$ cat src/rtl/pjde_pkg.sv
// Shared types, constants and saturation helpers for the pose joint distance error unit.
package pjde_pkg;

  localparam int unsigned SumW       = 48;
  localparam int unsigned DivNumW    = 64;
  localparam int unsigned DivDenW    = 33;
  localparam int unsigned QueueDepth = 2;

  localparam logic signed [31:0] S32Max = 32'sh7fff_ffff;
  localparam logic signed [31:0] S32Min = 32'sh8000_0000;

  // Reset values of the focal lengths and cube extents (1.0 in Q16.16).
  localparam logic signed [31:0] FocalReset = 32'sh0001_0000;
  localparam logic [30:0]        CubeReset  = 31'h0001_0000;

  typedef enum logic [2:0] {
    CFG_FOCAL_X     = 3'd0,
    CFG_FOCAL_Y     = 3'd1,
    CFG_PRINCIPAL_X = 3'd2,
    CFG_PRINCIPAL_Y = 3'd3,
    CFG_CUBE_X      = 3'd4,
    CFG_CUBE_Y      = 3'd5,
    CFG_CUBE_Z      = 3'd6,
    CFG_USE_WEIGHT  = 3'd7
  } cfg_idx_e;

  typedef enum logic [4:0] {
    ST_IDLE,
    ST_IMG_M1,
    ST_IMG_M2,
    ST_IMG_DS,
    ST_IMG_DW,
    ST_Z_M1,
    ST_Z_ADD,
    ST_CAM_M,
    ST_CAM_DS,
    ST_CAM_DW,
    ST_SIDE_END,
    ST_SQ0,
    ST_SQ1,
    ST_SQ2,
    ST_SQ3,
    ST_RT_S,
    ST_RT_W,
    ST_FINISH,
    ST_MEAN_DS,
    ST_MEAN_DW,
    ST_OUT
  } back_state_e;

  typedef struct packed {
    logic signed [31:0] focal_x;
    logic signed [31:0] focal_y;
    logic signed [31:0] principal_x;
    logic signed [31:0] principal_y;
    logic [30:0]        cube_x;
    logic [30:0]        cube_y;
    logic [30:0]        cube_z;
    logic               use_weight;
  } cfg_t;

  typedef struct packed {
    logic signed [31:0] pred_x;
    logic signed [31:0] pred_y;
    logic signed [31:0] pred_z;
    logic signed [31:0] label_x;
    logic signed [31:0] label_y;
    logic signed [31:0] label_z;
    logic signed [31:0] center_u;
    logic signed [31:0] center_v;
    logic [30:0]        center_depth;
    logic               counts;
    logic               last;
  } item_t;

  typedef struct packed {
    logic                       start;
    logic signed [DivNumW-1:0]  num;
    logic signed [DivDenW-1:0]  den;
  } div_req_t;

  typedef struct packed {
    logic               done;
    logic signed [31:0] quot;
  } div_rsp_t;

  typedef struct packed {
    logic        start;
    logic [63:0] rad;
  } sqrt_req_t;

  typedef struct packed {
    logic        done;
    logic [31:0] root;
  } sqrt_rsp_t;

  // Clamp a wide two's complement value to the signed 32-bit range.
  function automatic logic signed [31:0] sat32(input logic signed [65:0] v);
    logic signed [31:0] r;
    if (&v[65:31] || ~|v[65:31]) begin
      r = v[31:0];
    end else if (v[65]) begin
      r = S32Min;
    end else begin
      r = S32Max;
    end
    return r;
  endfunction

endpackage

$ cat src/rtl/pjde_div.sv
// Shared sequential signed divider with truncation and 32-bit saturation.
module pjde_div import pjde_pkg::*; (
  input  logic     clk_i,
  input  logic     rst_ni,
  input  div_req_t req_i,
  output div_rsp_t rsp_o
);

  localparam int unsigned Steps = 33;
  localparam int unsigned CntW  = $clog2(Steps + 1);

  logic          busy_q, done_q;
  logic [CntW-1:0] cnt_q;
  logic [33:0]   rem_q;
  logic [32:0]   quo_q, lo_q, dmag_q;
  logic          neg_q;
  logic signed [31:0] res_q;

  logic [63:0] nmag;
  logic [32:0] dmag;
  logic [33:0] trial, rem_next;
  logic        take;
  logic [32:0] quo_next;

  function automatic logic signed [31:0] finalize(input logic [32:0] q, input logic neg);
    logic [32:0] nq;
    logic signed [31:0] r;
    nq = ~q + 33'd1;
    if (neg) begin
      r = (q > 33'h0_8000_0000) ? S32Min : nq[31:0];
    end else begin
      r = (q > 33'h0_7fff_ffff) ? S32Max : q[31:0];
    end
    return r;
  endfunction

  assign nmag     = req_i.num[63] ? (~req_i.num + 64'd1) : req_i.num;
  assign dmag     = req_i.den[32] ? (~req_i.den + 33'd1) : req_i.den;
  assign trial    = {rem_q[32:0], lo_q[32]};
  assign take     = trial >= {1'b0, dmag_q};
  assign rem_next = take ? (trial - {1'b0, dmag_q}) : trial;
  assign quo_next = {quo_q[31:0], take};

  always_ff @(posedge clk_i or negedge rst_ni) begin
    if (!rst_ni) begin
      busy_q <= 1'b0;
      done_q <= 1'b0;
      cnt_q  <= '0;
    end else begin
      done_q <= 1'b0;
      if (req_i.start) begin
        if (req_i.den == '0 || 33'(nmag[63:33]) >= dmag) begin
          done_q <= 1'b1;
        end else begin
          busy_q <= 1'b1;
          cnt_q  <= CntW'(Steps);
        end
      end else if (busy_q) begin
        cnt_q <= cnt_q - 1'b1;
        if (cnt_q == CntW'(1)) begin
          busy_q <= 1'b0;
          done_q <= 1'b1;
        end
      end
    end
  end

  always_ff @(posedge clk_i) begin
    if (req_i.start) begin
      neg_q  <= req_i.num[63] ^ req_i.den[32];
      rem_q  <= 34'(nmag[63:33]);
      lo_q   <= nmag[32:0];
      quo_q  <= '0;
      dmag_q <= dmag;
      if (req_i.den == '0) begin
        if (req_i.num == '0) begin
          res_q <= '0;
        end else begin
          res_q <= req_i.num[63] ? S32Min : S32Max;
        end
      end else begin
        res_q <= (req_i.num[63] ^ req_i.den[32]) ? S32Min : S32Max;
      end
    end else if (busy_q) begin
      rem_q <= rem_next;
      quo_q <= quo_next;
      lo_q  <= {lo_q[31:0], 1'b0};
      if (cnt_q == CntW'(1)) begin
        res_q <= finalize(quo_next, neg_q);
      end
    end
  end

  assign rsp_o.done = done_q;
  assign rsp_o.quot = res_q;

endmodule

$ cat config.mk
export PLATFORM = sky130hd
export DESIGN_NAME = pjde_div
export DESIGN_NICKNAME = d
export VERILOG_FILES = /design/src/rtl/pjde_pkg.sv /design/src/rtl/pjde_div.sv
export SDC_FILE = /design/constraint.sdc
export NUM_CORES = 1
export LEC_CHECK = 0
export ABC_CLOCK_PERIOD_IN_PS = 14260
export BUFFER_PORTS_ARGS = -buffer_cell sky130_fd_sc_hd__buf_4
export CAP_MARGIN = 20
export CORE_ASPECT_RATIO = 1.2
export CORE_MARGIN = 1.5
export CORE_UTILIZATION = 55
export DETAILED_ROUTE_END_ITERATION = 10
export PLACE_DENSITY = 0.73
export SLEW_MARGIN = 15
export SYNTH_ARGS = -nofsm -noshare
export SYNTH_HDL_FRONTEND = slang
export SYNTH_SLANG_ARGS = --single-unit
$ cat constraint.sdc
create_clock -name clk_i -period 14.26 [get_ports clk_i]
set_clock_uncertainty 0.15 [all_clocks]
set_input_delay 2.852 -clock clk_i [delete_from_list [all_inputs] [get_ports clk_i]]
set_output_delay 2.852 -clock clk_i [all_outputs]
set_load 0.1 [all_outputs]
# ---- Word-level counts from Yosys, hierarchy flattened
# Index checks and enable logic that the tools add are counted.
dict set report word_totals {
  word_cells 60
  register_bits 172
}
dict set report classes {
  n_bitwise 4
  mux 28
  magnitude_cmp 4
  reduce_logical 7
  add_sub_neg 5
  eq_ne 2
}
# cell count
set ops {}
lappend ops {{$mux 32} 10}
lappend ops {{$mux 33} 4}
lappend ops {{$add 64x1->64 const B} 1}
lappend ops {{$logic_not 64->1} 1}
lappend ops {{$mux 64} 1}
lappend ops {{$not 64->64} 1}
lappend ops {{$mux 31} 2}
lappend ops {{$ge 34x33->1} 1}
lappend ops {{$add 33x1->33 const B} 1}
lappend ops {{$ge 31x33->1} 1}
lappend ops {{$gt 33x31->1 const B} 1}
lappend ops {{$gt 33x32->1 const B} 1}
lappend ops {{$logic_not 33->1} 1}
lappend ops {{$not 33->33} 1}
lappend ops {{$sub 33x33->33} 1}
lappend ops {{$add 32x1->32 const B} 1}
lappend ops {{$not 32->32} 1}
lappend ops {{$mux 6} 3}
lappend ops {{$mux 1} 8}
lappend ops {{$eq 6x1->1 const B} 1}
lappend ops {{$sub 6x1->6 const B} 1}
lappend ops {{$reduce_and 2->1} 2}
lappend ops {{$reduce_bool 2->1} 2}
lappend ops {{$ne 2x2->1 const B} 1}
lappend ops {{2 further kinds} 2}

# ---- Logic depth before layout (Yosys ltp)
# Gate-level depths: netlist of the first run.
dict set report depth {
  word_depth 8
  mapped_depth 23
  ltp_nobuf 19
}

# ---- Worst setup path before layout of the first run
# Ideal clock, no wire load.
dict set report synth_path {
  path_type {input to register}
  startpoint {in req_i[62] (netlist name)}
  endpoint {reg cnt_q[4]}
  path_stages 16
  n_path_buf 0
  setup_ns 0.140
  setup_slack_ns 7.199
  arrival_ns 6.771
  cell_sequence {or4_1 > or4b_2 > nor3_1 > nand4_1 > o41ai_1 > xnor2_1 > ha_1 > a21o_1 > a21o_1 > a21o_1 > a211oi_1 > o21ai_0 > a221oi_1 > o211ai_1 > a21oi_1 > o22ai_1}
}
dict set report synth_via {
  elab_chain_cells 7
}
# item line_no
set synth_rtl {}
lappend synth_rtl {{start, declared} pjde_div.sv:5} ;# input div_req_t req_i,
lappend synth_rtl {{$not 64->64} pjde_div.sv:37} ;# assign nmag = req_i.num[63] ? (~req_i.num + 64'd1) : req_i.num;
lappend synth_rtl {{$add 64x1->64} pjde_div.sv:37}
lappend synth_rtl {{$mux 64} pjde_div.sv:37}
lappend synth_rtl {{$ge 31x33->1} pjde_div.sv:52} ;# if (req_i.den == '0 || 33'(nmag[63:33]) >= dmag) begin
lappend synth_rtl {{$logic_or 1x1->1} pjde_div.sv:52}
lappend synth_rtl {{$ne 2x2->1 (no source line)} n/a}
lappend synth_rtl {{$reduce_and 2->1 (no source line)} n/a}
lappend synth_rtl {{end signal, assigned} pjde_div.sv:56} ;# cnt_q <= CntW'(Steps);
lappend synth_rtl {{end signal, assigned} pjde_div.sv:59} ;# cnt_q <= cnt_q - 1'b1;
lappend synth_rtl {{end, declared} pjde_div.sv:13} ;# logic [CntW-1:0] cnt_q;
# Every way passes these cells.
# A chain may end at the register's enable or synchronous reset.

# ---- Worst setup path after layout of the first run
dict set report layout_path {
  startpoint {in req_i[49] (netlist name)}
  endpoint {reg cnt_q[4]}
}
# Same word-level chain as after synthesis.

==> results of run 1 <==
[area by class of cell]
class	count	area, sq um	area share (%)
tap	279	349	2.44
clock buffer	18	429	3.00
sequential	172	4790	33.4
inverter	89	334	2.33
multi-input combinational	1092	7160	50.0
clock inverter	14	165	1.15
timing repair buffer	143	1090	7.64
[Yosys cell counts, drive strengths merged (18+ instances only)]
library cell    n  share of area (%)
nor2          155                4.6
edfxtp        130                 31
a21oi         113                4.6
nand2         101                3.0
o21ai         101                4.0
inv            87                2.6
ha             70                7.0
xnor2          59                4.1
xor2           59                4.1
clkbuf         55                1.6
nor3           40                1.6
mux2i          38                3.0
dfxtp          34                5.4
o31ai          28                1.7
or3            25                1.2
buf            23               0.83
nand4          23                1.1
a21o           22                1.3
a31oi          20               0.99
o21a           19                1.1
or4            19                1.2
nand2b         18               0.90
[stage by stage]
step | instance area (sq um) | util (%)
4_1_cts | 14300 | 63.7
3_5_place_dp | 13700 | 61.0
3_3_place_gp | 13700 | 61.0
5_1_grt | 14300 | 63.8
2_1_floorplan | 12600 | -
6_report | 14300 | 63.8
[worst max-delay path: stages]
cell and delay [ps]:
sky130_fd_sc_hd__buf_4 110, sky130_fd_sc_hd__or4_1 580, sky130_fd_sc_hd__nor4_1 440, sky130_fd_sc_hd__nand3_1 440
sky130_fd_sc_hd__or2_2 430, sky130_fd_sc_hd__o41ai_1 330, sky130_fd_sc_hd__xnor2_1 210, sky130_fd_sc_hd__ha_1 270
sky130_fd_sc_hd__o21a_1 170, sky130_fd_sc_hd__o21a_1 190, sky130_fd_sc_hd__o31a_1 110, sky130_fd_sc_hd__a311o_1 350
sky130_fd_sc_hd__a221oi_1 570, sky130_fd_sc_hd__o211ai_1 160, sky130_fd_sc_hd__a21oi_1 540, sky130_fd_sc_hd__o22ai_1 180
[worst min path at each step]
stage	from	to	slack, ps	cells after the start
2_1_floorplan	cnt_q[5]	cnt_q[5]	340	2
3_3_place_gp	cnt_q[5]	cnt_q[5]	360	2
3_5_place_dp	cnt_q[5]	cnt_q[5]	370	2
6_report	cnt_q[5]	cnt_q[5]	390	2
4_1_cts	cnt_q[5]	cnt_q[5]	390	2
5_1_grt	cnt_q[5]	cnt_q[5]	440	2
[cells by family (layout without fill, tap and decap cells)]
family	count (synthesis)	count (layout)
and+or+nand+nor	462	462
AOI/OAI and AO/OA	396	396
DFF	172	172
buffers and inverters	167	264
xor gates and xnor gates	118	118
adders and majority gates	71	71
muxes	45	45
[flip-flops by register name (all words and copies together) (netlist names)]
signal  count
cnt_q       6
busy_q      1
neg_q       1
res_q      32
dmag_q     33
quo_q      32
lo_q       33
rem_q      33
done_q      1
[routing by layer]
| layer | global-route usage (%) | share of wire [%] |
|---|---|---|
| met5 | 0 | 0 |
| met4 | 7.52 | 1.8 |
| met3 | 4.16 | 6.7 |
| met2 | 46.7 | 48 |
| met1 | 38.8 | 44 |
[power by group]
part	total, uW	switching, uW	leakage, uW	internal (uW)
Combinational	1370	860	0.00406	512
Clock	476	224	0.000295	252
Sequential	732	57.0	0.00169	675
Total	2580	1140	0.00604	1440
==> summary.txt, run 1 <==
Power
  • Worst vdd ir: 0.000101 V
  • Final total power: 2580 uW
  • Power Density: 180 nW/um^2
  • Leak pwr: 0.00604 uW

Clock network
  • Library cell used as clock root buffer: sky130_fd_sc_hd__clkbuf_16
  • Maximum level of the CTS H-tree: 4
  • Clock tree from TritonCTS: done
  • Bufs on Longest Clock Path: 2
  • Num Clock Sinks: 172
  • Hold bufs inserted after CTS: 0
  • Worst skew pair latency: 440 ps
  • Total clock buffers created by CTS: 17
  • Postcts setup bufs: 0
  • Clock transition time at the flip-flop clock pins of the worst setup and hold paths: 70 ps
  • Post-cts sizing count: 0

Yosys
  • Fraction of the mapped netlist area in compound gates: 19.8%
  • Share of synthesized area spent on multiplexers: 3.65%
  • Flop and latch count out of synthesis: 172
  • Post-synthesis area per instance: 8.79 sq um
  • XOR/XNOR share of the synthesized area: 8.21%
  • Adder-cell share of the synthesized area: 7.12%
  • Post-synth top flop: sky130_fd_sc_hd__edfxtp_1
  • Fraction of registers with async set/reset: 4.65%
  • Post-Synthesis Cells: 1,431
  • Mapped cell area: 12,600 sq um
  • Number of distinct library cells after synthesis: 68
  • Count of synthesis-stage warnings from yosys: 0
  • Post-synthesis sequential area ratio: 38.0%
  • Main combinational cell family by area after synthesis: compound AO/OA/AOI/OAI gates
  • Synthesized net count: 1,602
  • Number of flops mapped to enable cells by yosys: 130
  • Simple-gate area share of the yosys netlist: 18.1%

Die
  • Initial Utilization: 56.1%
  • Core outline area: 22,400 sq um
  • Total I/O pin count: 133
  • Die span in x: 141 um
  • Row cnt: 60
  • Area enclosed by the die boundary: 23,800 sq um
  • DIE HEIGHT: 169 um

Finish
  • Fillers: 1,942
  • Number of nets in the final layout: 1,686
  • Area Growth Syn to Fin: 13.8%
  • Most frequent standard cell in the layout excluding fill and tap cells: sky130_fd_sc_hd__nor2_1
  • Number of diodes: 0
  • Commonest non-fill, non-tap cells in the layout: 155 x sky130_fd_sc_hd__nor2_1, 142 x sky130_fd_sc_hd__buf_4, 130 x sky130_fd_sc_hd__edfxtp_1
  • Number of cells in the finished layout apart from fillers: 1,807
  • Share of post-route cells with drive strength above 1: 13.4%

GRT
  • Number of global-route vias before repair: 10,300
  • Initial antenna violation count: 0
  • Overall track demand over capacity in global routing: 28.2%
  • First-pass GRT wire length: 53,500 um
  • Total gr overflow: 0
  • Largest net degree at the start of global routing: 73

Min path
  • Worst hold path class: flop to flop

Timing
  • Final worst path period need: 7790 ps
  • Tightest Pin Transition: 1060 ps
  • Worst rel slew slack: 29.2%
  • Hold Violations, Final: 0
  • Hold Slack: 386 ps
  • Fmax achieved: 128 MHz
  • Worst-case setup margin in the final layout: 6470 ps
  • Setup-failing EPs final: 0
  • Unrepaired setup endpoints after global routing: no
  • Fin Setup TNS: 0 ps
  • Crit share post-route: 54.6%
  • Number of max-slew violations in the final report: 0

Drt
  • Final WL: 33,400 um
  • Number of DRC markers after the initial detailed-route iteration: 1,057
  • Wire length per cell: 18.5 um
  • Number of vias in the routed layout: 11,200
  • ANT nets after route: 0
  • Drt drc: 0
  • Total iterations of the first detailed-routing run: 6
  • Per-cell via count in the routed design: 6.20

Worst setup path
  • Startpoint of the lowest-slack register-to-register path: lo_q[32]
  • Category of the worst setup path capture point: flop
  • Critical register-to-register path endpoint: res_q[3]
  • Capturing element of the worst setup path: cnt_q[4]
  • Startpoint type of the worst setup path: input pin
  • Data required time of the critical path: 14,410 ps
  • FF-to-FF setup slack: 8020 ps
  • Crit path arrival time: 7940 ps
  • Worst R2R Path Depth: 19
  • Start point of the critical path: req_i[49]
  • CP Max Fanout: 8
  • Path type of the worst setup path: input pin to flop

Status
  • Run status: complete, no violations

Place
  • Placed insts: 1,774
  • Pre-CTS setup slack: 6120 ps
  • Count of port buffers added during placement: 132
  • RD Place Congestion: 0.937
  • Detailed placer's ending HPWL: 24,500 um

Flow run
  • Number of max-cap violations: 0
Note: power is estimated with default switching activity, not from simulation.
==> inputs of run 2 (changes only) <==
--- a/config.mk
+++ b/config.mk
@@ -5,14 +5,14 @@
 export SDC_FILE = /design/constraint.sdc
 export NUM_CORES = 1
 export LEC_CHECK = 0
-export ABC_CLOCK_PERIOD_IN_PS = 14260
+export ABC_CLOCK_PERIOD_IN_PS = 6300
 export BUFFER_PORTS_ARGS = -buffer_cell sky130_fd_sc_hd__buf_4
 export CAP_MARGIN = 20
 export CORE_ASPECT_RATIO = 1.2
 export CORE_MARGIN = 1.5
 export CORE_UTILIZATION = 55
 export DETAILED_ROUTE_END_ITERATION = 10
-export PLACE_DENSITY = 0.73
+export PLACE_DENSITY = 0.76
 export SLEW_MARGIN = 15
 export SYNTH_ARGS = -nofsm -noshare
 export SYNTH_HDL_FRONTEND = slang
==> constraint.sdc (replaced) <==
create_clock -name clk_i -period 6.3 [get_ports clk_i]
set_clock_uncertainty 0.15 [all_clocks]
set_input_delay 1.26 -clock clk_i [delete_from_list [all_inputs] [get_ports clk_i]]
set_output_delay 1.26 -clock clk_i [all_outputs]
set_load 0.1 [all_outputs]
==> run 2 against run 1 <==
Effect of this change: final cell count rose by 0.55%; count of clock-buffer cells in the layout rose by 3; sequential power rose by 130%; critical path depth rose by 1; sequential cell count did not move; non-clock buffer count rose by 10; global-route usage fell by 0.30 points; sequential share of layout area fell by 0.26 points; register-to-register slack got worse by 7600 ps; power rose by 130%; highest routed layer unchanged.
==> summary.txt, run 2 (same netlist as run 1, synthesis figures left out) <==
Status
  • Run status: complete, no violations

Worst setup path
  • Crit path arrival time: 5930 ps
  • CP max stage delay: 560 ps
  • Critical register-to-register path endpoint: res_q[3]
  • Buffers & Inverters on Critical Path: 0
  • Startpoint type of the worst setup path: flop
  • Startpoint of the lowest-slack register-to-register path: rem_q[1]
  • Crit-path leading delay family: simple AND/OR/NAND/NOR gates
  • Ordered list of cells on the worst path: ha_1 -> nor2b_1 -> o31a_1 -> o31a_1 -> o21a_1 -> o21ai_1 -> and3_1 -> ha_1 -> or4b_4 -> or4_4 -> or2_4 -> or4_4 -> a21oi_4 -> nand2_2 -> a211oi_1 -> a41oi_1 -> a31oi_1
  • Category of the worst setup path capture point: flop
  • FF-to-FF setup slack: 470 ps
  • Data required time of the critical path: 6400 ps
  • Path type of the worst setup path: flop to flop
  • Worst R2R Path Depth: 17
  • Cell type of the slowest stage on the worst timing path: sky130_fd_sc_hd__or4_4
  • CP Max Fanout: 21

Power
  • Portion of total power attributed to combinational logic: 52.6%
  • Internal power of the cells: 3310 uW
  • Fraction of power spent switching nets: 43.6%
  • Register share of total power: 28.2%
  • Power Density: 408 nW/um^2
  • Final total power: 5880 uW
  • Worst vdd ir: 0.000212 V
  • Leak pwr: 0.00610 uW
  • Clk pwr share: 19.1%
  • Net load switching power: 2570 uW

Clock network
  • Hold bufs inserted after CTS: 0
  • Num Clock Sinks: 172
  • Clock transition time at the flip-flop clock pins of the worst setup and hold paths: 70 ps
  • Bufs on Longest Clock Path: 2
  • Postcts setup bufs: 0
  • Clock tree from TritonCTS: done
  • Maximum level of the CTS H-tree: 4
  • Post-cts sizing count: 0
  • Total clock buffers created by CTS: 17
  • Library cell used as clock root buffer: sky130_fd_sc_hd__clkbuf_16
  • Worst skew pair latency: 430 ps

Finish
  • Top flop regs: dmag_q x33, lo_q x33, rem_q x33
  • Commonest non-fill, non-tap cells in the layout: 155 x sky130_fd_sc_hd__nor2_1, 152 x sky130_fd_sc_hd__buf_4, 130 x sky130_fd_sc_hd__edfxtp_1
  • Most frequent standard cell in the layout excluding fill and tap cells: sky130_fd_sc_hd__nor2_1
  • Share of post-route cells with drive strength above 1: 13.9%
  • Final instance area: 14,400 sq um
  • Fillers: 1,841
  • Area Growth Syn to Fin: 14.7%
  • Number of diodes: 0
  • Number of nets in the final layout: 1,696

Die
  • Initial Utilization: 56.1%
  • Total I/O pin count: 133
  • Row cnt: 60
  • Core outline area: 22,400 sq um
  • Die span in x: 141 um
  • Area enclosed by the die boundary: 23,800 sq um
  • DIE HEIGHT: 169 um

GRT
  • Overall track demand over capacity in global routing: 27.9%
  • Initial antenna violation count: 0
  • Total gr overflow: 0
  • First-pass GRT wire length: 53,200 um
  • Largest net degree at the start of global routing: 92
  • Number of global-route vias before repair: 10,400

Min path
  • Worst hold path class: flop to flop
  • Min-Delay Endpoint: cnt_q[5]
  • Worst hold start: cnt_q[5]
  • Hold depth: 2

Timing
  • Fin Setup TNS: 0 ps
  • Tightest Pin Transition: 1040 ps
  • Crit share post-route: 92.6%
  • Unrepaired setup endpoints after global routing: no
  • Hold Slack: 396 ps
  • Fmax achieved: 171 MHz
  • Hold Violations, Final: 0
  • Final worst path period need: 5830 ps
  • Number of max-slew violations in the final report: 0
  • Setup-failing EPs final: 0
  • Worst rel slew slack: 30.6%

Drt
  • Wire length per cell: 18.2 um
  • Final WL: 33,100 um
  • Per-cell via count in the routed design: 6.21
  • Total iterations of the first detailed-routing run: 5
  • Number of DRC markers after the initial detailed-route iteration: 1,055
  • Number of vias in the routed layout: 11,300
  • ANT nets after route: 0
  • Drt drc: 0

Place
  • Count of port buffers added during placement: 132
  • Post-place instance area: 13,800 sq um
  • Detailed placer's ending HPWL: 24,200 um
  • RD Place Congestion: 0.929

Flow run
  • Number of max-cap violations: 0
==> run 2: cell count changes in the layout (fill, tap and decap cells not counted), sizes merged <==
cell      before  now
buf          143  152
clkbuf        18   22
inv           96   93
clkinv         6    5
clkinvlp       0    1
==> run 2: cell type report <==
type | instances | area, sq um | area share [%]
Clock buffer | 21 | 493 | 3.42
Multi-Input combinational cell | 1092 | 7160 | 49.6
Inverter | 89 | 334 | 2.32
Timing Repair Buffer | 153 | 1170 | 8.08
Clock inverter | 11 | 141 | 0.980
Tap cell | 279 | 349 | 2.42
Sequential cell | 172 | 4790 | 33.2
==> run 2: metrics by stage <==
| step | utilization [%] | instances | worst slack, ps |
|---|---|---|---|
| 2_1_floorplan | - | 1431 | 392 |
| 3_5_place_dp | 61.3 | 1784 | 181 |
| 6_report | 64.3 | 1817 | 468 |
| 3_3_place_gp | 61.3 | 1784 | 197 |
| 4_1_cts | 64.2 | 1816 | 505 |
| 5_1_grt | 64.3 | 1817 | 185 |
==> run 2: per-layer routing <==
layer  track usage (%)  vias to the layer above  routed length, um
met5                 0                        -                  0
met4              10.7                        0               1020
met3              3.68                       74               2010
met2              46.3                      448              15600
met1              37.3                     5315              14400
li1                  -                     5440                  -
==> run 2: worst max path at each step <==
stage,from,to,cells after the start
after global placement,req_i[62],cnt_q[4],18
after detailed placement,req_i[62],cnt_q[4],18
after global routing,rem_q[1],res_q[21],16
after floorplan,rem_q[1],res_q[25],20
after CTS,rem_q[1],res_q[1],16
final,rem_q[1],res_q[3],17
==> run 2: power groups by stage <==
| stage | Combinational [uW] | Sequential, uW | Clock (uW) |
|---|---|---|---|
| after floorplan | 1990 | 2040 | 0 |
| after detailed placement | 3020 | 1680 | 0 |
| after CTS | 3050 | 1660 | 1140 |
| after global routing | 3380 | 1690 | 1180 |
| after global placement | 2980 | 1670 | 0 |
| final | 3090 | 1660 | 1130 |
==> run 2: worst register-to-register path: stages (launching register included) <==
cell	delay, ps
sky130_fd_sc_hd__edfxtp_1	390
sky130_fd_sc_hd__ha_1	380
sky130_fd_sc_hd__nor2b_1	180
sky130_fd_sc_hd__o31a_1	270
sky130_fd_sc_hd__o31a_1	320
sky130_fd_sc_hd__o21a_1	230
sky130_fd_sc_hd__o21ai_1	260
sky130_fd_sc_hd__and3_1	260
sky130_fd_sc_hd__ha_1	220
sky130_fd_sc_hd__or4b_4	490
sky130_fd_sc_hd__or4_4	560
sky130_fd_sc_hd__or2_4	300
sky130_fd_sc_hd__or4_4	510
sky130_fd_sc_hd__a21oi_4	180
sky130_fd_sc_hd__nand2_2	280
sky130_fd_sc_hd__a211oi_1	340
sky130_fd_sc_hd__a41oi_1	80
sky130_fd_sc_hd__a31oi_1	270
